==> config.mk <==
export PLATFORM = sky130hd
export DESIGN_NAME = rgb_to_hsv_pixel
export DESIGN_NICKNAME = d
export VERILOG_FILES = /design/src/design/rhsv_pkg.sv /design/src/design/rhsv_front.sv /design/src/design/rhsv_divpipe.sv /design/src/design/rgb_to_hsv_pixel.sv
export SDC_FILE = /design/constraint.sdc
export NUM_CORES = 1
export LEC_CHECK = 0
export CAP_MARGIN = 20
export CORE_MARGIN = 2
export CORE_UTILIZATION = 40
export CTS_BUF_LIST = sky130_fd_sc_hd__clkbuf_2 sky130_fd_sc_hd__clkbuf_4 sky130_fd_sc_hd__clkbuf_8
export DETAILED_ROUTE_END_ITERATION = 6
export DONT_BUFFER_PORTS = 1
export SETUP_SLACK_MARGIN = 0.5
export SYNTH_ARGS = -nofsm -noshare
export SYNTH_HDL_FRONTEND = slang
export SYNTH_SLANG_ARGS = --single-unit
==> constraint.sdc <==
create_clock -name i_clk -period 15.75 [get_ports i_clk]
set_input_delay 2.3625 -clock i_clk [delete_from_list [all_inputs] [get_ports i_clk]]
set_output_delay 2.3625 -clock i_clk [all_outputs]
set_load 0.03 [all_outputs]
==> src/design/rhsv_pkg.sv <==
// rhsv_pkg: shared types for the RGB to HSV pixel converter.
// No dependencies; used by rhsv_front.
package rhsv_pkg;

    // Hue sector, chosen by which channel holds the maximum.
    // Ties go to red first, then green.
    typedef enum logic [1:0] {
        SEC_RED,
        SEC_GREEN,
        SEC_BLUE
    } t_sector;

endpackage

==> src/design/rhsv_front.sv <==
// rhsv_front: two register stages that form max, min, chroma, the hue numerator
// and both division operands. Depends on rhsv_pkg.
module rhsv_front #(
    parameter int CHANNEL_BITS = 8,
    parameter int HDW          = CHANNEL_BITS + 3
) (
    input  logic                    i_clk,
    input  logic                    i_rst_n,
    // upstream side
    input  logic                    i_valid,
    output logic                    o_ready,
    input  logic [CHANNEL_BITS-1:0] i_red,
    input  logic [CHANNEL_BITS-1:0] i_green,
    input  logic [CHANNEL_BITS-1:0] i_blue,
    // downstream side
    output logic                    o_valid,
    input  logic                    i_ready,
    output logic [HDW-1:0]          o_hue_rem,
    output logic [HDW-1:0]          o_hue_div,
    output logic [CHANNEL_BITS-1:0] o_sat_rem,
    output logic [CHANNEL_BITS-1:0] o_sat_low,
    output logic [CHANNEL_BITS-1:0] o_sat_div,
    output logic [CHANNEL_BITS-1:0] o_brightness
);

    localparam int CB  = CHANNEL_BITS;
    localparam int NW  = CB + 4;

    logic                 r1_valid;
    logic                 r2_valid;
    logic                 w_rdy1;
    logic                 w_rdy2;

    // stage 1 registers
    logic [CB-1:0]        r1_max;
    logic [CB-1:0]        r1_min;
    rhsv_pkg::t_sector    r1_sec;
    logic signed [CB:0]   r1_diff;

    logic [CB-1:0]        n1_max;
    logic [CB-1:0]        n1_min;
    rhsv_pkg::t_sector    n1_sec;
    logic signed [CB:0]   n1_diff;

    // stage 2 registers
    logic [HDW-1:0]       r2_hue_rem;
    logic [HDW-1:0]       r2_hue_div;
    logic [CB-1:0]        r2_sat_rem;
    logic [CB-1:0]        r2_sat_low;
    logic [CB-1:0]        r2_sat_div;
    logic [CB-1:0]        r2_bright;

    logic [HDW-1:0]       n2_hue_rem;
    logic [HDW-1:0]       n2_hue_div;
    logic [CB-1:0]        n2_sat_div;
    logic [2*CB-1:0]      n2_sat_dvd;

    logic [CB-1:0]        w_chroma;
    logic signed [NW-1:0] w_c_s;
    logic signed [NW-1:0] w_off;
    logic signed [NW-1:0] w_diff;
    logic signed [NW-1:0] w_num;
    logic [HDW-1:0]       w_six_c;

    // stall chain: a stage can load when it is empty or its successor moves
    assign w_rdy2  = !r2_valid || i_ready;
    assign w_rdy1  = !r1_valid || w_rdy2;
    assign o_ready = w_rdy1;
    assign o_valid = r2_valid;

    // stage 1: pick the sector, max, min and the signed channel difference
    always_comb begin
        n1_min = i_red;
        if (i_green < n1_min) begin
            n1_min = i_green;
        end
        if (i_blue < n1_min) begin
            n1_min = i_blue;
        end
        priority if (i_red >= i_green && i_red >= i_blue) begin
            n1_sec  = rhsv_pkg::SEC_RED;
            n1_max  = i_red;
            n1_diff = signed'({1'b0, i_green}) - signed'({1'b0, i_blue});
        end else if (i_green >= i_blue) begin
            n1_sec  = rhsv_pkg::SEC_GREEN;
            n1_max  = i_green;
            n1_diff = signed'({1'b0, i_blue}) - signed'({1'b0, i_red});
        end else begin
            n1_sec  = rhsv_pkg::SEC_BLUE;
            n1_max  = i_blue;
            n1_diff = signed'({1'b0, i_red}) - signed'({1'b0, i_green});
        end
    end

    always_ff @(posedge i_clk) begin
        if (!i_rst_n) begin
            r1_valid <= 1'b0;
        end else if (w_rdy1) begin
            r1_valid <= i_valid;
        end
    end

    always_ff @(posedge i_clk) begin
        if (w_rdy1 && i_valid) begin
            r1_max  <= n1_max;
            r1_min  <= n1_min;
            r1_sec  <= n1_sec;
            r1_diff <= n1_diff;
        end
    end

    // stage 2: chroma, hue numerator wrapped into [0, 6c), division operands
    always_comb begin
        w_chroma = r1_max - r1_min;
        w_c_s    = signed'({4'b0, w_chroma});
        w_diff   = signed'({{3{r1_diff[CB]}}, r1_diff});
        unique case (r1_sec)
            rhsv_pkg::SEC_RED:   w_off = '0;
            rhsv_pkg::SEC_GREEN: w_off = w_c_s <<< 1;
            rhsv_pkg::SEC_BLUE:  w_off = w_c_s <<< 2;
            default:             w_off = '0;
        endcase
        w_num = w_off + w_diff;
        if (w_num[NW-1]) begin
            w_num = w_num + (w_c_s <<< 2) + (w_c_s <<< 1);
        end
        w_six_c    = {1'b0, w_chroma, 2'b00} + {2'b00, w_chroma, 1'b0};
        n2_hue_rem = w_num[HDW-1:0];
        // a grey pixel divides zero by all ones, which gives a zero quotient
        n2_hue_div = (w_chroma == '0) ? '1 : w_six_c;
        // chroma * (2^CB - 1) as a shift and a subtract
        n2_sat_dvd = {w_chroma, {CB{1'b0}}} - {{CB{1'b0}}, w_chroma};
        n2_sat_div = (r1_max == '0) ? '1 : r1_max;
    end

    always_ff @(posedge i_clk) begin
        if (!i_rst_n) begin
            r2_valid <= 1'b0;
        end else if (w_rdy2) begin
            r2_valid <= r1_valid;
        end
    end

    always_ff @(posedge i_clk) begin
        if (w_rdy2 && r1_valid) begin
            r2_hue_rem <= n2_hue_rem;
            r2_hue_div <= n2_hue_div;
            r2_sat_rem <= n2_sat_dvd[2*CB-1:CB];
            r2_sat_low <= n2_sat_dvd[CB-1:0];
            r2_sat_div <= n2_sat_div;
            r2_bright  <= r1_max;
        end
    end

    assign o_hue_rem    = r2_hue_rem;
    assign o_hue_div    = r2_hue_div;
    assign o_sat_rem    = r2_sat_rem;
    assign o_sat_low    = r2_sat_low;
    assign o_sat_div    = r2_sat_div;
    assign o_brightness = r2_bright;

endmodule

==> src/design/rhsv_divpipe.sv <==
// rhsv_divpipe: restoring dividers for hue and saturation, one quotient bit per
// register stage, both running in one pipeline. No package dependencies.
module rhsv_divpipe #(
    parameter int CHANNEL_BITS = 8,
    parameter int HUE_BITS     = 16,
    parameter int HDW          = CHANNEL_BITS + 3
) (
    input  logic                    i_clk,
    input  logic                    i_rst_n,
    // upstream side
    input  logic                    i_valid,
    output logic                    o_ready,
    input  logic [HDW-1:0]          i_hue_rem,
    input  logic [HDW-1:0]          i_hue_div,
    input  logic [CHANNEL_BITS-1:0] i_sat_rem,
    input  logic [CHANNEL_BITS-1:0] i_sat_low,
    input  logic [CHANNEL_BITS-1:0] i_sat_div,
    input  logic [CHANNEL_BITS-1:0] i_brightness,
    // downstream side
    output logic                    o_valid,
    input  logic                    i_ready,
    output logic [HUE_BITS-1:0]     o_hue,
    output logic [CHANNEL_BITS-1:0] o_saturation,
    output logic [CHANNEL_BITS-1:0] o_brightness
);

    localparam int CB = CHANNEL_BITS;
    localparam int HB = HUE_BITS;
    localparam int L  = (HB > CB) ? HB : CB;

    logic [L:0]    w_rdy;

    // stage registers
    logic          r_valid  [L];
    logic [HDW-1:0] r_hrem  [L];
    logic [HDW-1:0] r_hdiv  [L];
    logic [HB-1:0] r_hq     [L];
    logic [CB-1:0] r_srem   [L];
    logic [CB-1:0] r_slow   [L];
    logic [CB-1:0] r_sdiv   [L];
    logic [CB-1:0] r_sq     [L];
    logic [CB-1:0] r_bright [L];

    // inputs seen by each stage
    logic          p_valid  [L];
    logic [HDW-1:0] p_hrem  [L];
    logic [HDW-1:0] p_hdiv  [L];
    logic [HB-1:0] p_hq     [L];
    logic [CB-1:0] p_srem   [L];
    logic [CB-1:0] p_slow   [L];
    logic [CB-1:0] p_sdiv   [L];
    logic [CB-1:0] p_sq     [L];
    logic [CB-1:0] p_bright [L];

    assign w_rdy[L] = i_ready;
    assign o_ready  = w_rdy[0];

    genvar gi;
    generate
        for (gi = 0; gi < L; gi++) begin : g_stage
            logic [HDW-1:0] n_hrem;
            logic [HB-1:0]  n_hq;
            logic [CB-1:0]  n_srem;
            logic [CB-1:0]  n_slow;
            logic [CB-1:0]  n_sq;

            // stage source: module inputs for the first, previous stage otherwise
            if (gi == 0) begin : g_src_in
                assign p_valid[gi]  = i_valid;
                assign p_hrem[gi]   = i_hue_rem;
                assign p_hdiv[gi]   = i_hue_div;
                assign p_hq[gi]     = '0;
                assign p_srem[gi]   = i_sat_rem;
                assign p_slow[gi]   = i_sat_low;
                assign p_sdiv[gi]   = i_sat_div;
                assign p_sq[gi]     = '0;
                assign p_bright[gi] = i_brightness;
            end else begin : g_src_reg
                assign p_valid[gi]  = r_valid[gi-1];
                assign p_hrem[gi]   = r_hrem[gi-1];
                assign p_hdiv[gi]   = r_hdiv[gi-1];
                assign p_hq[gi]     = r_hq[gi-1];
                assign p_srem[gi]   = r_srem[gi-1];
                assign p_slow[gi]   = r_slow[gi-1];
                assign p_sdiv[gi]   = r_sdiv[gi-1];
                assign p_sq[gi]     = r_sq[gi-1];
                assign p_bright[gi] = r_bright[gi-1];
            end

            // hue step: numerator low bits are all zero
            if (gi >= L - HB) begin : g_hue_step
                logic [HDW:0] w_hext;
                logic         w_hge;

                assign w_hext = {p_hrem[gi], 1'b0};
                assign w_hge  = (w_hext >= {1'b0, p_hdiv[gi]});

                always_comb begin
                    if (w_hge) begin
                        n_hrem = HDW'(w_hext - {1'b0, p_hdiv[gi]});
                    end else begin
                        n_hrem = w_hext[HDW-1:0];
                    end
                    n_hq = {p_hq[gi][HB-2:0], w_hge};
                end
            end else begin : g_hue_pass
                assign n_hrem = p_hrem[gi];
                assign n_hq   = p_hq[gi];
            end

            // saturation step: next dividend bit comes off the top of the low word
            if (gi >= L - CB) begin : g_sat_step
                logic [CB:0] w_sext;
                logic        w_sge;

                assign w_sext = {p_srem[gi], p_slow[gi][CB-1]};
                assign w_sge  = (w_sext >= {1'b0, p_sdiv[gi]});

                always_comb begin
                    if (w_sge) begin
                        n_srem = CB'(w_sext - {1'b0, p_sdiv[gi]});
                    end else begin
                        n_srem = w_sext[CB-1:0];
                    end
                    n_slow = {p_slow[gi][CB-2:0], 1'b0};
                    n_sq   = {p_sq[gi][CB-2:0], w_sge};
                end
            end else begin : g_sat_pass
                assign n_srem = p_srem[gi];
                assign n_slow = p_slow[gi];
                assign n_sq   = p_sq[gi];
            end

            assign w_rdy[gi] = !r_valid[gi] || w_rdy[gi+1];

            always_ff @(posedge i_clk) begin
                if (!i_rst_n) begin
                    r_valid[gi] <= 1'b0;
                end else if (w_rdy[gi]) begin
                    r_valid[gi] <= p_valid[gi];
                end
            end

            always_ff @(posedge i_clk) begin
                if (w_rdy[gi] && p_valid[gi]) begin
                    r_hrem[gi]   <= n_hrem;
                    r_hdiv[gi]   <= p_hdiv[gi];
                    r_hq[gi]     <= n_hq;
                    r_srem[gi]   <= n_srem;
                    r_slow[gi]   <= n_slow;
                    r_sdiv[gi]   <= p_sdiv[gi];
                    r_sq[gi]     <= n_sq;
                    r_bright[gi] <= p_bright[gi];
                end
            end
        end
    endgenerate

    // last stage doubles as the output register
    assign o_valid      = r_valid[L-1];
    assign o_hue        = r_hq[L-1];
    assign o_saturation = r_sq[L-1];
    assign o_brightness = r_bright[L-1];

endmodule

==> src/design/rgb_to_hsv_pixel.sv <==
// rgb_to_hsv_pixel: top level of the RGB to HSV pixel converter.
// Instantiates rhsv_front and rhsv_divpipe; rhsv_pkg is used by rhsv_front.
//
// Takes one pixel per clock while o_stall is low and returns one HSV result per
// pixel, in order. Two stages form max, min, chroma and the hue numerator, then
// two restoring dividers retire one quotient bit per stage side by side. The last
// divider stage is the output register, so a stalled result holds while the
// stages behind it keep filling; o_stall rises only once every stage is occupied.
module rgb_to_hsv_pixel #(
    parameter int CHANNEL_BITS = 8,
    parameter int HUE_BITS     = 16
) (
    input  logic                    i_clk,
    input  logic                    i_rst_n,
    input  logic                    i_valid,
    output logic                    o_stall,
    input  logic [CHANNEL_BITS-1:0] i_red,
    input  logic [CHANNEL_BITS-1:0] i_green,
    input  logic [CHANNEL_BITS-1:0] i_blue,
    output logic                    o_valid,
    input  logic                    i_stall,
    output logic [HUE_BITS-1:0]     o_hue,
    output logic [CHANNEL_BITS-1:0] o_saturation,
    output logic [CHANNEL_BITS-1:0] o_brightness
);

    localparam int HDW = CHANNEL_BITS + 3;

    logic                    w_front_ready;
    logic                    w_mid_valid;
    logic                    w_mid_ready;
    logic [HDW-1:0]          w_hue_rem;
    logic [HDW-1:0]          w_hue_div;
    logic [CHANNEL_BITS-1:0] w_sat_rem;
    logic [CHANNEL_BITS-1:0] w_sat_low;
    logic [CHANNEL_BITS-1:0] w_sat_div;
    logic [CHANNEL_BITS-1:0] w_bright;

    assign o_stall = !w_front_ready;

    // operand preparation
    rhsv_front #(
        .CHANNEL_BITS (CHANNEL_BITS),
        .HDW          (HDW)
    ) u_front (
        .i_clk        (i_clk),
        .i_rst_n      (i_rst_n),
        .i_valid      (i_valid),
        .o_ready      (w_front_ready),
        .i_red        (i_red),
        .i_green      (i_green),
        .i_blue       (i_blue),
        .o_valid      (w_mid_valid),
        .i_ready      (w_mid_ready),
        .o_hue_rem    (w_hue_rem),
        .o_hue_div    (w_hue_div),
        .o_sat_rem    (w_sat_rem),
        .o_sat_low    (w_sat_low),
        .o_sat_div    (w_sat_div),
        .o_brightness (w_bright)
    );

    // bit-per-stage dividers and output register
    rhsv_divpipe #(
        .CHANNEL_BITS (CHANNEL_BITS),
        .HUE_BITS     (HUE_BITS),
        .HDW          (HDW)
    ) u_divpipe (
        .i_clk        (i_clk),
        .i_rst_n      (i_rst_n),
        .i_valid      (w_mid_valid),
        .o_ready      (w_mid_ready),
        .i_hue_rem    (w_hue_rem),
        .i_hue_div    (w_hue_div),
        .i_sat_rem    (w_sat_rem),
        .i_sat_low    (w_sat_low),
        .i_sat_div    (w_sat_div),
        .i_brightness (w_bright),
        .o_valid      (o_valid),
        .i_ready      (!i_stall),
        .o_hue        (o_hue),
        .o_saturation (o_saturation),
        .o_brightness (o_brightness)
    );

endmodule
# Word-level counts from Yosys, hierarchy flattened
# Memory sizes are Yosys's and may differ from the RTL's.
# Index checks and enable logic that the tools add are counted.
# op_classes
n_eq_ne	2
n_reduce_logical	59
add_sub_neg	33
order_cmp	29
n_mux	130
n_bitwise	16
# ops
op	n
>= comparator 12 x 11 -> 1 bit	16
2-to-1 mux 11 bit	17
subtractor 11 bit	16
2-to-1 mux 1 bit	97
2-to-1 mux 8 bit	12
>= comparator 9 x 8 -> 1 bit	8
subtractor 8 bit	9
subtractor 8 x 8 -> 9 bit	3
>= comparator 8 bit	3
logical NOT 1 bit	20
one-hot mux 10 bit (2 select lines)	1
logical AND 1 bit	19
logical OR 1 bit	18
2-to-1 mux 9 bit	2
logical NOT 8 bit	2
< comparator 8 bit	2
OR 1 bit	16
subtractor 16 x 8 -> 16 bit	1
adder 11 x 9 -> 12 bit	1
adder 10 x 9 -> 11 bit	1
adder 11 x 10 -> 11 bit	1
adder 11 bit	1
equality test 2 x 1 -> 1 bit (second input constant)	1
equality test 2 bit (second input constant)	1
2-to-1 mux 2 bit	1
# word_totals
output_inout_bits	34
ff_bits	83
inputBits	28
n_memories	9
mem_bits_rw	1264
# memory_table
memory	depth	width	rd	rd_ports_with_merged_regs	wr	line_no	text
u_divpipe.r_hq	16	16	16	0	16	rhsv_divpipe.sv:37	logic [HB-1:0] r_hq [L];
u_divpipe.r_hdiv	16	11	15	0	16	rhsv_divpipe.sv:36	logic [HDW-1:0] r_hdiv [L];
u_divpipe.r_hrem	16	11	15	0	16	rhsv_divpipe.sv:35	logic [HDW-1:0] r_hrem [L];
u_divpipe.r_bright	16	8	16	0	16	rhsv_divpipe.sv:42	logic [CB-1:0] r_bright [L];
u_divpipe.r_sdiv	16	8	15	0	16	rhsv_divpipe.sv:40	logic [CB-1:0] r_sdiv [L];
u_divpipe.r_slow	16	8	15	0	16	rhsv_divpipe.sv:39	logic [CB-1:0] r_slow [L];
3 more memories	n/a	n/a	n/a	n/a	n/a	n/a	

# Longest topological paths before layout
# An unclocked memory read counts as a cell.
# depth
word_depth	22
mapped_depth	25
mapped_depth_nobuf	24

# Hierarchy
# Synthesis repeated with hierarchy kept, for this count alone.
# unflattened
hier_cells	3709
area_unflattened_um2	50826.2
# by_module_without_submodules
module	instances	seq_area_each_um2	cells_each	area_per_inst_um2
rhsv_divpipe	1	29358.2	3037	44221.2
rhsv_front	1	2472.4	670	6597.6
rgb_to_hsv_pixel	1	0.0	2	7.5

# Worst setup path before layout
# No wires, ideal clock.
# synth_timing
path_kind	in2reg
from	input i_stall
to	memory u_divpipe.r_bright[4][0] (netlist name), enable pin
setup_time_ns	0.580
t_required_ns	15.170
n_path_buf	1
setup_slack_ns	7.706
t_arrival_ns	7.464
stages	5
path_cell_list	nand4_1 -> nor4_2 -> and2_1 -> clkbuf_1 -> a21boi_0
# synth_rtl
element	line_no	text
from (decl)	rgb_to_hsv_pixel.sv:21	input logic i_stall,
to (decl)	rhsv_divpipe.sv:42	

# Final worst setup path
# layout_timing
from	input i_stall
to	output o_stall
# layout_via
elab_chain_cells	20
# layout_lines
element	line_no	text
logical NOT 1 bit	rgb_to_hsv_pixel.sv:80	.i_ready (!i_stall),
logical OR 1 bit (16 in a row)	rhsv_divpipe.sv:134	assign w_rdy[gi] = !r_valid[gi] || w_rdy[gi+1];
logical OR 1 bit	rhsv_front.sv:66	assign w_rdy2 = !r2_valid || i_ready;
logical OR 1 bit	rhsv_front.sv:67	assign w_rdy1 = !r1_valid || w_rdy2;
logical NOT 1 bit	rgb_to_hsv_pixel.sv:39	assign o_stall = !w_front_ready;
to (decl)	rgb_to_hsv_pixel.sv:16	output logic o_stall,
# No other way between the ends.

==> key figures <==
Yosys
  • Simple-gate share of the synthesized area: 0.07247
  • Synth Area in Compound Gates: 0.07690
  • Post-Synth Adder-Cell Area: 0.09218
  • Async set-or-reset flop fraction in the synthesized netlist: 0
  • Syn Nets: 3869
  • Number of enable flip-flop cells after synthesis: 1058
  • YS warnings: 0
  • Synthesis-stage register bit count: 1061
  • Post-synthesis mux area share: 0.04315
  • Cell Area, Synth: 48940 sq um
  • Largest family of logic cells by synthesized area: adder cells
  • Most used DFF post-synth: edfxtp_1
  • Unique masters post-synth: 81
  • Sequential area share after synthesis: 0.6504
  • Post-synthesis xor/xnor area fraction: 0.03219
  • Avg Inst Size Synth: 13.99 sq um
  • Mapped Cells: 3499

STA
  • Final setup fails: 0
  • Slew HR: 0.3562
  • Setup TNS: 0 ns
  • Post-route clock period utilization: 0.4371
  • Final clock skew: 0.02793 ns
  • Worst-Margin Slew: 0.9624 ns
  • Fin Hold WS: 0.3981 ns
  • Final Max Slew Viols: 0
  • Final worst slack: 8.865 ns
  • Tmin final: 6.885 ns
  • F_max: 145.2 MHz
  • Fin. Hold Viols: 0
  • Unrepaired setup endpoints after global routing: no

Cells and area
  • Commonest non-fill, non-tap cells in the layout: edfxtp_1 (1058), inv_1 (376), ha_1 (311)
  • Nets: 4039
  • Commonest non-fill, non-tap cell in the layout: edfxtp_1
  • Layout cell share with drive strength beyond 1: 0.1315
  • Layout area overhead: 11.61%

Critical path
  • Flop2flop setup slack: 9.97 ns
  • Worst setup EP type: primary output
  • CP Launch Type: input port
  • Arr. time, crit path: 4.52 ns
  • Worst Path Required: 13.39 ns
  • CP max FO: 5
  • Crit Path Category: in -> out

CTS
  • Root buffer cell: clkbuf_8
  • Latest clock arrival within the worst-skew pair: 0.82 ns
  • Sink Count: 1061
  • CTS tree: done
  • Clk buf depth: 3
  • H-Tree Level Count: 4
  • Hold_buf cts: 0
  • Clk slew on worst S/H paths: 0.05 ns
  • CTS buffer count: 173
  • Post-CTS setup buffers: 0
  • Post-CTS sizing: 0

GRT
  • Antenna violations before repair: 2
  • GRT overflow: 0
  • First-pass GRT wire length: 131.1 mm
  • Vias in the first global route: 26820
  • Largest net degree at the start of global routing: 67
  • Gr usage total: 0.1275

Floorplan
  • Starting Density: 0.4026
  • Die area: 125200 sq um
  • Die Width: 353.8 um
  • Row count: 128
  • # IOs: 62
  • Core region area: 121600 sq um
  • Floorplan die height: 353.8 um

Placement
  • Setup Slack @ Placement: 8.819 ns
  • # port buffers: 0
  • DPL Wire Length: 55.88 mm
  • Gp weighted congestion: 0.8327

Power
  • Leak Pwr: 19.78 nW
  • Peak VDD IR: 153.7 uV
  • Power Density: 125.2 nW/um^2

Outcome
  • Status: complete, no violations

Routing
  • DR DRC count: 0
  • DR vias/cell: 4.803
  • Iteration-0 DRC Markers: 1476
  • Remaining antenna violation count: 0
  • Total wire length: 78.73 mm
  • Drt first pass iters: 5
  • Mean routed wirelength per cell: 14.50 um
  • Vias: 26080

Run
  • Max-Cap Viols: 0

Worst hold path
  • Worst hold-check path type: reg -> reg
-- cells by family (layout without fill, tap and decap cells) --
| logic type | after synthesis | after routing |
|---|---|---|
| DFF | 1061 | 1061 |
| and+or+nand+nor | 729 | 729 |
| AOI/OAI and AO/OA | 583 | 583 |
| buffers and inverters | 419 | 723 |
| adders and majority gates | 342 | 342 |
| muxes | 189 | 189 |
| xor gates and xnor gates | 176 | 176 |
| other | 0 | 1 |
-- worst paths after layout --
check,depth (start not counted),endpoint,startpoint
setup / recovery,6,o_stall,i_stall
hold / removal,0,u_divpipe.r_hq[1][68],u_divpipe.r_hq[1][51]
setup reg to reg,21,u_front.o_hue_rem[10],u_front.r1_max[0]
hold reg to reg,0,u_divpipe.r_hq[1][68],u_divpipe.r_hq[1][51]
-- report_power, final --
group	internal [mW]	switching (mW)
logic	0.598	0.676
clock network	1.27	1.06
registers	3.20	0.0344
-- area by class of cell --
| class | count | area [sq um] |
|---|---|---|
| clock inverters | 81 | 618.1 |
| clock buffers | 228 | 2800 |
| diodes | 1 | 2.502 |
| fillers | 10780 | 66930 |
| multi-input cells | 2019 | 15650 |
| well taps | 1625 | 2033 |
| flip-flops and latches | 1061 | 31830 |
| repair buffers | 37 | 277.8 |
| inverters | 377 | 1415 |
-- state kept, by name, summed over array words and instances (netlist names), 9 cells and up --
name	flops
u_divpipe.r_sdiv	120
u_front.o_hue_rem	11
u_divpipe.r_slow	92
u_front.o_hue_div	11
u_divpipe.r_bright	128
u_divpipe.r_hdiv	165
u_front.r1_diff	9
u_divpipe.r_hq	136
u_divpipe.r_srem	120
u_divpipe.r_sq	36
u_divpipe.r_valid	16
u_divpipe.r_hrem	165
-- stage by stage --
| step | instances | utilization | total power, mW | cell area (sq um) |
|---|---|---|---|---|
| 2_1_floorplan | 3499 | - | 4.298 | 48940 |
| 3_5_place_dp | 5112 | 0.4208 | 4.564 | 51150 |
| 6_report | 5429 | 0.4494 | 6.839 | 54630 |
| 4_1_cts | 5421 | 0.4489 | 6.937 | 54570 |
| 5_1_grt | 5429 | 0.4494 | 7.212 | 54630 |
| 3_3_place_gp | 5106 | 0.4205 | 4.543 | 51110 |
-- worst max-delay path, cell delays in order --
cell and delay, ns:
nand4_1 0.15, nor4_2 0.57, and4_1 0.37, and3_1 0.37
and3_1 0.29, and2_1 0.40
-- synth_stat cells (26+ instances only) --
cell type / n / share of area
ha_1: 311 / 0.080
o31ai_1: 26 / 0.0040
o21ai_0: 191 / 0.020
nand4_1: 40 / 0.0051
xor2_1: 29 / 0.0052
mux2_2: 140 / 0.032
a21oi_1: 145 / 0.015
a211oi_1: 27 / 0.0041
nand2b_1: 50 / 0.0064
nor2b_1: 97 / 0.012
nand3_1: 54 / 0.0055
inv_1: 376 / 0.029
nor3_1: 40 / 0.0041
xnor2_1: 144 / 0.026
nand2_1: 102 / 0.0078
mux2i_1: 40 / 0.0082
o21a_1: 33 / 0.0051
nor2_1: 277 / 0.021
fa_1: 31 / 0.013
edfxtp_1: 1058 / 0.65
-- layer usage --
metal	up-vias	wire [um]	GRT usage
met1	12340	33310	0.1456
met5	-	0	0
li1	13190	-	-
met3	192	3183	0.03077
met2	356	39700	0.2270
met4	0	2528	0.05447
Note: power is estimated with default switching activity, not from simulation.
